[src/rtl/tdp_pkg.sv]
// ----------------------------------------------------------------------------
// tdp_pkg
// shared types and constants for the trial division primality unit
// ----------------------------------------------------------------------------
`default_nettype none

package tdp_pkg;

    // width of the candidate port, fixed by the interface
    localparam int CAND_WIDTH = 32;

    // first trial divisor and its square
    localparam int FIRST_DIVISOR = 2;
    localparam int FIRST_SQUARE  = 4;

    // status returned by the remainder unit to the sequencer
    typedef struct packed {
        logic done;
        logic zero;
    } rem_status_t;

endpackage

`default_nettype wire

[src/rtl/tdp_rem_unit.sv]
// ----------------------------------------------------------------------------
// tdp_rem_unit
// iterative restoring remainder unit, one dividend bit per cycle
// ----------------------------------------------------------------------------
`default_nettype none

module tdp_rem_unit #(
    parameter int WIDTH = 32
) (
    input  wire logic               clk,
    input  wire logic               rst_n,
    input  wire logic               start,
    input  wire logic [WIDTH-1:0]   dividend,
    input  wire logic [WIDTH-1:0]   divisor,
    output tdp_pkg::rem_status_t    status
);

    localparam int CNT_W = $clog2(WIDTH + 1);

    logic [WIDTH-1:0] rem_reg;
    logic [WIDTH-1:0] rem_next;
    logic [WIDTH-1:0] quo_reg;
    logic [CNT_W-1:0] cnt_reg;
    logic             busy_reg;
    logic             done_reg;
    logic [WIDTH:0]   trial;

    // shift in the next dividend bit and subtract if it fits
    always_comb
    begin
        trial = {rem_reg, quo_reg[WIDTH-1]};
        if (trial >= {1'b0, divisor})
        begin
            rem_next = WIDTH'(trial - {1'b0, divisor});
        end
        else
        begin
            rem_next = trial[WIDTH-1:0];
        end
    end

    always_ff @(posedge clk or negedge rst_n)
    begin
        if (!rst_n)
        begin
            busy_reg <= 1'b0;
            done_reg <= 1'b0;
            cnt_reg  <= '0;
        end
        else if (start)
        begin
            busy_reg <= 1'b1;
            done_reg <= 1'b0;
            cnt_reg  <= CNT_W'(WIDTH);
        end
        else if (busy_reg)
        begin
            cnt_reg <= cnt_reg - 1'b1;
            if (cnt_reg == CNT_W'(1))
            begin
                busy_reg <= 1'b0;
                done_reg <= 1'b1;
            end
        end
        else
        begin
            done_reg <= 1'b0;
        end
    end

    always_ff @(posedge clk)
    begin
        if (start)
        begin
            rem_reg <= '0;
            quo_reg <= dividend;
        end
        else if (busy_reg)
        begin
            rem_reg <= rem_next;
            quo_reg <= {quo_reg[WIDTH-2:0], 1'b0};
        end
    end

    assign status.done = done_reg;
    assign status.zero = (rem_reg == '0);

endmodule

`default_nettype wire

[src/rtl/trial_division_primality_unit.sv]
// ----------------------------------------------------------------------------
// trial_division_primality_unit
// primality test by trial division over divisors 2 .. floor(sqrt(n))
// ----------------------------------------------------------------------------
// sequence: for n below 4, ST_CHECK gives the result with no division;
// otherwise ST_CHECK and ST_DIV alternate over the trial divisors, up to
// (floor(sqrt(n)) - 1) of them, each tested by the one shared bit-serial
// remainder unit
// throughput: one item at a time, in_ready only while idle
// reset: asynchronous, clears the sequencer and valid flags
`default_nettype none

module trial_division_primality_unit #(
    parameter int VALUE_WIDTH = 32
) (
    input  wire logic                            clk,
    input  wire logic                            rst_n,
    input  wire logic                            in_valid,
    output logic                                 in_ready,
    input  wire logic [tdp_pkg::CAND_WIDTH-1:0]  candidate,
    output logic                                 out_valid,
    input  wire logic                            out_ready,
    output logic                                 is_prime
);

    localparam int IN_BITS = (VALUE_WIDTH < tdp_pkg::CAND_WIDTH) ?
                             VALUE_WIDTH : tdp_pkg::CAND_WIDTH;
    localparam int SQ_W    = VALUE_WIDTH + 2;

    typedef enum logic [1:0] {
        ST_IDLE,
        ST_CHECK,
        ST_DIV,
        ST_DONE
    } state_t;

    state_t                  state_reg;
    logic                    start_reg;
    logic                    prime_reg;
    logic [VALUE_WIDTH-1:0]  n_reg;
    logic [VALUE_WIDTH-1:0]  d_reg;
    logic [SQ_W-1:0]         sq_reg;
    logic [SQ_W-1:0]         sq_next;
    tdp_pkg::rem_status_t    rem_status;

    // (d+1)^2 = d^2 + 2d + 1
    assign sq_next = sq_reg + (SQ_W'(d_reg) << 1) + SQ_W'(1);

    tdp_rem_unit #(
        .WIDTH (VALUE_WIDTH)
    ) u_rem (
        .clk      (clk),
        .rst_n    (rst_n),
        .start    (start_reg),
        .dividend (n_reg),
        .divisor  (d_reg),
        .status   (rem_status)
    );

    always_ff @(posedge clk or negedge rst_n)
    begin
        if (!rst_n)
        begin
            state_reg <= ST_IDLE;
            start_reg <= 1'b0;
            prime_reg <= 1'b0;
        end
        else
        begin
            start_reg <= 1'b0;
            case (state_reg)
                ST_IDLE:
                begin
                    if (in_valid)
                    begin
                        state_reg <= ST_CHECK;
                    end
                end
                ST_CHECK:
                begin
                    if (n_reg < VALUE_WIDTH'(tdp_pkg::FIRST_DIVISOR))
                    begin
                        prime_reg <= 1'b0;
                        state_reg <= ST_DONE;
                    end
                    else if (sq_reg > SQ_W'(n_reg))
                    begin
                        // no divisor left up to the square root
                        prime_reg <= 1'b1;
                        state_reg <= ST_DONE;
                    end
                    else
                    begin
                        start_reg <= 1'b1;
                        state_reg <= ST_DIV;
                    end
                end
                ST_DIV:
                begin
                    if (rem_status.done)
                    begin
                        if (rem_status.zero)
                        begin
                            prime_reg <= 1'b0;
                            state_reg <= ST_DONE;
                        end
                        else
                        begin
                            state_reg <= ST_CHECK;
                        end
                    end
                end
                ST_DONE:
                begin
                    if (out_ready)
                    begin
                        state_reg <= ST_IDLE;
                    end
                end
                default:
                begin
                    state_reg <= ST_IDLE;
                end
            endcase
        end
    end

    // datapath registers, no reset needed
    always_ff @(posedge clk)
    begin
        if (state_reg == ST_IDLE && in_valid)
        begin
            n_reg  <= VALUE_WIDTH'(candidate[IN_BITS-1:0]);
            d_reg  <= VALUE_WIDTH'(tdp_pkg::FIRST_DIVISOR);
            sq_reg <= SQ_W'(tdp_pkg::FIRST_SQUARE);
        end
        else if (state_reg == ST_DIV && rem_status.done && !rem_status.zero)
        begin
            d_reg  <= d_reg + 1'b1;
            sq_reg <= sq_next;
        end
    end

    assign in_ready  = (state_reg == ST_IDLE);
    assign out_valid = (state_reg == ST_DONE);
    assign is_prime  = prime_reg;

endmodule

`default_nettype wire
[config.mk]
export PLATFORM = sky130hd
export DESIGN_NAME = trial_division_primality_unit
export DESIGN_NICKNAME = d
export VERILOG_FILES = /design/src/rtl/tdp_pkg.sv /design/src/rtl/tdp_rem_unit.sv /design/src/rtl/trial_division_primality_unit.sv
export SDC_FILE = /design/constraint.sdc
export NUM_CORES = 1
export LEC_CHECK = 0
export BUFFER_PORTS_ARGS = -buffer_cell sky130_fd_sc_hd__buf_4
export CAP_MARGIN = 20
export CORE_ASPECT_RATIO = 0.8
export CORE_UTILIZATION = 40
export CTS_CLUSTER_SIZE = 25
export DETAILED_ROUTE_END_ITERATION = 10
export PLACE_DENSITY = 0.55
export RECOVER_POWER = 25
export SYNTH_ARGS = -nofsm -noshare
export SYNTH_HDL_FRONTEND = slang
export SYNTH_SLANG_ARGS = --single-unit
[constraint.sdc]
create_clock -name clk -period 4.65 [get_ports clk]
set_input_delay 0.93 -clock clk [delete_from_list [all_inputs] [get_ports clk]]
set_output_delay 0.93 -clock clk [all_outputs]
set_load 0.01 [all_outputs]
Word-level counts from Yosys, hierarchy flattened
Index checks and enable logic that the tools add are counted.

operators by class
  add/sub/neg operators = 5
  multipliers = 0
  divide/modulo/power cells = 0
  magnitude comparators = 3
  equality and inequality tests = 10
  shift-type cells = 0
  multiplexer cells = 26
  bitwise logic cells = 0
  reduce and logical (&&, ||, !) cells = 10

operator list
  kind                                                          count
  2-to-1 mux 32 bit                                             3
  adder 34 x 1 -> 34 bit (second input constant)                1
  adder 34 x 33 -> 34 bit                                       1
  greater-than comparator 34 x 32 -> 1 bit                      1
  >= comparator 33 x 32 -> 1 bit                                1
  adder 32 x 1 -> 32 bit (second input constant)                1
  zero test 32 bit                                              1
  less-than comparator 32 x 2 -> 1 bit (second input constant)  1
  subtractor 32 bit                                             1
  2-to-1 mux 1 bit                                              15
  2-to-1 mux 6 bit                                              2
  2-to-1 mux 2 bit                                              4
  one-hot mux 2 bit (4 select lines)                            1
  equality test 6 x 1 -> 1 bit (second input constant)          1
  != test 3 bit (second input constant)                         2
  subtractor 6 x 1 -> 6 bit (second input constant)             1
  equality test 2 bit (second input constant)                   2
  != test 2 x 1 -> 1 bit (second input constant)                2
  != test 2 bit (second input constant)                         2
  AND reduction 4 bit                                           1
  nonzero test 2 bit                                            2
  logical AND 1 bit                                             3
  AND reduction 3 bit                                           1
  equality test 2 x 1 -> 1 bit (second input constant)          1
  3 further kinds                                               3

word-level totals
  bits in registers = 174
  latch bits = 0
  bits in writable memories = 0
  ROM bits = 0
  input port bits = 36
  output and inout bits = 3
  word-level logic and storage cells = 65
  memories kept = 0

Logic depth before layout (Yosys ltp)
Gate-level depths: netlist (run 1).

  depth in word-level cells = 4
  depth in mapped cells = 13
  mapped depth without buffers = 11

Hierarchy
Synthesis (run 1) repeated with hierarchy kept, for this count alone.

second synthesis, totals
  cells, all modules = 1252
  area total of the unflattened synthesis = 11335.9 sq um

modules (own cells, without submodules)
  module                         times used  cells an instance  area each (sq um)  seq. area each (sq um)
  trial_division_primality_unit  1           687                6112.1             2382.3
  tdp_rem_unit                   1           565                5223.8             1801.7

Worst setup path before layout (run 1)
Ideal clock, no wire load.

  path type = input-to-reg
  start point = input port in_valid
  end point = register n_reg[0], enable pin
  setup time = 409 ps
  data arrival time = 2214 ps
  data required time = 4241 ps
  slack = 2027 ps
  stages on the path = 3
  path buffers = 1
  cell sequence = nand2_1 > clkinv_1 > clkbuf_1

on the way
  longest elaborated chain between the ends = 1

ends and longest elaborated chain
  what                  line                                  RTL
  start, declared       trial_division_primality_unit.sv:18   input wire logic in_valid,
  logical AND 1 bit     trial_division_primality_unit.sv:131  if (state_reg == ST_IDLE && in_valid)
  end signal, assigned  trial_division_primality_unit.sv:133  n_reg <= VALUE_WIDTH'(candidate[IN_BITS-1:0]);
  end, declared         trial_division_primality_unit.sv:40   logic [VALUE_WIDTH-1:0] n_reg;

Every way passes these cells.
A chain may end at the register's enable or synchronous reset.

Worst setup path after layout (run 1)
  start point = register d_reg[27]
  end point = register u_rem.rem_reg[17]

on the way
  longest elaborated chain between the ends = 2

ends and longest elaborated chain
  what                            line                                  RTL
  start, declared                 trial_division_primality_unit.sv:41   logic [VALUE_WIDTH-1:0] d_reg;
  start signal, assigned          trial_division_primality_unit.sv:134  d_reg <= VALUE_WIDTH'(tdp_pkg::FIRST_DIVISOR);
  start signal, assigned          trial_division_primality_unit.sv:139  d_reg <= d_reg + 1'b1;
  >= comparator 33 x 32 -> 1 bit  tdp_rem_unit.sv:32                    if (trial >= {1'b0, divisor})
  2-to-1 mux 32 bit               tdp_rem_unit.sv:32
  end signal, assigned            tdp_rem_unit.sv:80                    rem_reg <= rem_next;
  end, declared                   tdp_rem_unit.sv:20                    logic [WIDTH-1:0] rem_reg;

Every way passes these cells.

==> flow_summary.toml, run 1 <==
[pwr]
power.share.switching = 0.214
seq_power_share = 0.505
p_clk_frac = 0.488
vdd_drop_max_mv = 0.257
switchingPower_w = 0.000668
p_leak_nw = 5.12
internal_power_w = 0.00245
fin_total_pwr_w = 0.00311
power_frac_comb = 0.007
pwr_density_cell_nw_per_um2 = 246

[synthesis]
yosysTopAreaCell = "dfxtp_1"
synthTopCellsByArea = "dfxtp_1 (17%), edfxtp_1 (17%), ha_1 (11%)"
yosysSeqAreaShare = 0.368
syn_nets = 1413
ys_ff_latch = 174
synth_cells = 1276
async_flop_share = 0.0690
ys.warnings.count = 0
ys.flop_type = "dfxtp_1"
yosys.area.top_type_share = 0.173
synth_cell_types = 80
syn_area_um2 = 11400
syn_avg_cell_area_um2 = 8.91
synth-edff-count = 64

[clocking]
cts_setup_buffers = 0
cts_sinks = 174
insertion_delay_ps = 440
holdBufCountCts = 0
cts_root_buf = "clkbuf_16"
cts_tree = "done"
ctsResizeCount = 0
clkTransAtPathRegs_ps = 70
cts_buffers = 17
htreeDepth = 4
clk_path_buf_depth = 2

[floorplanning]
die_w_um = 190
ios = 39
rows = 54
core_um2 = 27600
fp.dieArea_um2 = 29100
start_util = 0.412
die_h_um = 153

[cells_and_area]
drive_gt1_frac = 0.101
n_fill_cell = 2704
final_nets = 1436
largest_reg_flops = 34
final_util = 0.459
finalNonFillerCells = 1676
mostFrequentLayoutCell = "nand2_1"
antenna_cells = 0
area_delta_synth_final_pct = 11.2
most-common-layout-cells = "nand2_1 (110), ha_1 (99), dfxtp_1 (98)"

[global_routing]
grt_pass1_wl_um = 47700
first_global_vias = 8817
grt_use_total = 0.208
antenna_found_initial = 2
grt_max_degree = 47
grt_overflow = 0

[critical_path]
worstPathRequired_ps = 4990
arrival_ps = 3870
rr_startpoint = "d_reg[27]"
critPathLaunchType = "flop"
crit_path_end_kind = "flop"
ff2ff_path_depth = 10
worstSetupStartpoint = "d_reg[27]"
crit_end = "u_rem.rem_reg[17]"
r2r_slack_ps = 1120
timing.rr.end = "u_rem.rem_reg[17]"
path_max_fanout = 19
path_class = "flop to flop"

[sta]
fmax_mhz = 284
finalCriticalPeriod_ps = 3530
worst_pin_slew_ps = 2040
min_period_over_period = 0.759
tns_ps = 0
fin_skew_ps = 8.95
drv_slew = 77
slew_headroom = -0.359
rsz0062_at_grt = "no"
hold_viol = 0
finalSetupViolCount = 0

[place]
dp_hpwl_um = 23100
gp_congestion = 0.916
port_buffers = 38
dpl.cell_count = 1644

[run_status]
violations = "capacitance limit, slew limit"
status = "finished with violations"

[route]
ant_nets = 0
avgRoutedWirePerCell_um = 17.8
wl_um = 29900
drt_pass1_iterations = 5
vias_per_cell = 5.70
drc = 0
vias = 9547
initialDrtViolationCount = 595

[job]
cap_violations = 2

[worst_hold_path]
min_from = "sq_reg[33]"
hold_class = "flop to flop"
-- per-layer routing --
layer  GRT usage  wire length, µm
met1       0.315            15600
met2       0.302            12500
met5           0                0
met4      0.0488              343
met3      0.0392             1450
-- synth_stat cells, types with 5 or more instances --
cell,count
nand2_1,110
ha_1,99
dfxtp_1,98
a21oi_1,94
nor2_1,93
inv_1,88
o21ai_0,69
edfxtp_1,64
nand3_1,48
xnor2_1,48
clkbuf_1,33
mux2_2,31
a21o_1,30
nor3_1,30
nand4_1,28
nor4_1,25
xor2_1,20
mux2i_1,18
a211oi_1,16
a31oi_1,16
or3_1,16
dfrtp_1,12
o211ai_1,12
nor2b_1,10
buf_2,9
and3_1,8
nand2b_1,8
o21a_1,8
o21ai_1,8
o31ai_1,7
or4_1,6
a211o_1,5
a21boi_0,5
a311oi_1,5
a32oi_1,5
and2_1,5
nand3b_1,5
o21bai_1,5
o221ai_1,5
-- critical path: stages, from the launching register on --
cell      delay (ps)
dfxtp_1          470
inv_1             70
ha_1             430
nand2_1          130
nor3_1           520
a41oi_1          210
o21ai_1          130
a211o_1          180
a31o_1           760
o311ai_1         210
a311oi_1         310
-- logic make-up after synthesis --
logic type | after synthesis | synth area share
AOI/OAI and AO/OA | 332 | 0.192
and+or+nand+nor | 414 | 0.181
DFF | 174 | 0.368
adders and majority gates | 101 | 0.112
buffers and inverters | 138 | 0.0479
xor gates and xnor gates | 68 | 0.0524
muxes | 49 | 0.0465
-- power groups by stage --
| stage | logic [W] | registers (W) | clock network, W |
|---|---|---|---|
| after detailed placement | 0.0000256 | 0.00161 | 0 |
| after global routing | 0.0000258 | 0.00157 | 0.00162 |
| final | 0.0000232 | 0.00157 | 0.00152 |
| after floorplan | 0.000000229 | 0.00161 | 0 |
| after global placement | 0.0000250 | 0.00161 | 0 |
| after CTS | 0.0000258 | 0.00157 | 0.00155 |
-- worst min path at each step --
stage | to | slack (ps) | cells after the start
after floorplan | sq_reg[33] | 440 | 1
after detailed placement | sq_reg[33] | 460 | 1
after CTS | u_rem.cnt_reg[4] | 310 | 1
after global routing | sq_reg[33] | 510 | 1
final | sq_reg[33] | 470 | 1
after global placement | sq_reg[33] | 450 | 1
-- layout make-up --
type,instances,area [µm²],area share
clock buffers,18,429,0.0339
well taps,364,455,0.0360
clock inverters,14,183,0.0144
flip-flops and latches,174,4180,0.331
inverters,90,338,0.0267
repair buffers,52,392,0.0310
multi-input cells,964,6670,0.527
-- stage by stage --
step	cell area, µm²	setup slack, ps	hold slack (ps)
4_1_cts	12700	1150	312
3_3_place_gp	12000	1240	449
2_1_floorplan	11400	2030	437
6_report	12600	1120	468
5_1_grt	12600	790	507
3_5_place_dp	12000	1150	458
Note: power is estimated with default switching activity, not from simulation.
==> inputs of run 2 (changes only) <==
clock period = 3.6 ns   (was 4.65 ns; I/O delays follow)
==> run 2 against run 1 <==
Effect of this change: clock-buffer cell count increased by 4; sequential power increased by 29%; fmax up 6.1%; highest routed layer unchanged; sequential share of layout area hardly changed; setup slack worse by 850 ps; die area unchanged; utilization rose by 0.063 points; final cell count rose by 0.30%; non-clock buffer count grew 5; global-route usage rose by 0.38 points; the run still ends with capacitance limit, slew limit left; clock skew increased by 1.7 ps.
==> flow_summary.toml, run 2 (synthesized netlist as in run 1, its figures left out) <==
[cells_and_area]
area_delta_synth_final_pct = 11.4
antenna_cells = 0
most-common-layout-cells = "nand2_1 (110), ha_1 (99), dfxtp_1 (98)"
multi_input_area_um2 = 6670
largest_reg_flops = 34
n_fill_cell = 2704
mostFrequentLayoutCell = "nand2_1"
final_nets = 1441
regArea_um2 = 4180
drive_gt1_frac = 0.0995

[sta]
hold_viol = 0
setup_ws_ps = 276
slew_headroom = -0.438
finalCriticalPeriod_ps = 3320
finalSetupViolCount = 0
min_period_over_period = 0.923
rsz0062_at_grt = "no"
fmax_mhz = 301
hold_ws_ps = 271
tns_ps = 0
worst_pin_slew_ps = 2160
drv_slew = 39
fin_skew_ps = 10.7

[critical_path]
worstSetupStartpoint = "start_reg"
arrival_ps = 3490
slowest_delay_ps = 1590
crit_path_end_kind = "flop"
cpMaxStageDelayCell = "clkbuf_1"
rr_startpoint = "start_reg"
worstPathRequired_ps = 3760
crit_family = "buffers and inverters"
path_cells = "clkbuf_1 -> mux2_2"
critPathLaunchType = "flop"
path_max_fanout = 38
path_class = "flop to flop"
crit_buf_inv = 1

[clocking]
cts_setup_buffers = 0
clk_path_buf_depth = 2
cts_sinks = 174
clkTransAtPathRegs_ps = 70
htreeDepth = 4
cts_root_buf = "clkbuf_16"
cts_buffers = 17
insertion_delay_ps = 440
cts_tree = "done"
holdBufCountCts = 0
ctsResizeCount = 0

[pwr]
seq_power_share = 0.513
switchingPower_w = 0.000819
pwr_density_cell_nw_per_um2 = 313
internal_power_w = 0.00314
p_clk_frac = 0.480
fin_total_pwr_w = 0.00396
power.share.switching = 0.207
power_frac_comb = 0.008
vdd_drop_max_mv = 0.330
p_leak_nw = 5.12

[run_status]
status = "finished with violations"
violations = "capacitance limit, slew limit"

[global_routing]
grt_pass1_wl_um = 48400
grt_max_degree = 47
first_global_vias = 8834
antenna_found_initial = 1
grt_overflow = 0
grt_use_total = 0.212

[route]
ant_nets = 0
drc = 0
vias = 9520
vias_per_cell = 5.66
avgRoutedWirePerCell_um = 18.1
drt_pass1_iterations = 5
initialDrtViolationCount = 638
wl_um = 30400

[floorplanning]
core_um2 = 27600
die_h_um = 153
fp.dieArea_um2 = 29100
die_w_um = 190
start_util = 0.412
rows = 54
ios = 39

[place]
gp_congestion = 0.875
post-place-ws_ps = 503
port_buffers = 38
dp_hpwl_um = 23600

[worst_hold_path]
hold_class = "input port to async pin"

[job]
cap_violations = 1
run 2: power by group through the flow:
stage / clock network, W / logic [W] / registers [W]
finish: 0.00190 / 0.0000305 / 0.00203
global route: 0.00202 / 0.0000333 / 0.00203
CTS: 0.00194 / 0.0000335 / 0.00203
detailed placement: 0 / 0.0000334 / 0.00207
global placement: 0 / 0.0000332 / 0.00207
floorplan: 0 / 0.000000294 / 0.00207
run 2: cell type report:
cell class / count / area share
sequential: 174 / 0.330
inverter: 90 / 0.0267
tap: 364 / 0.0360
clock buffer: 22 / 0.0351
timing repair buffer: 57 / 0.0346
multi-input combinational: 964 / 0.526
clock inverter: 10 / 0.0110
run 2: path summary, 6_finish.rpt:
path / to / depth (start not counted) / slack (ps)
max: u_rem.quo_reg[31] / 2 / 280
max in group asynchronous: is_prime / 1 / 2920
min reg2reg: sq_reg[33] / 1 / 470
min: state_reg[1] / 1 / 270
min in group clk: sq_reg[33] / 1 / 470
max reg2reg: u_rem.quo_reg[31] / 2 / 280
run 2: layer usage:
layer | share of wire | vias up | track usage
li1 | - | 4761 | -
met1 | 0.52 | 4551 | 0.322
met2 | 0.42 | 181 | 0.307
met3 | 0.042 | 27 | 0.0343
met4 | 0.012 | 0 | 0.0537
met5 | 0 | - | 0
run 2: stage by stage:
stage               cells  utilization  area (µm²)
finish               1681        0.459       12700
global route         1681        0.459       12700
CTS                  1681        0.460       12700
detailed placement   1649        0.439       12100
global placement     1649        0.439       12100
floorplan            1276            -       11400
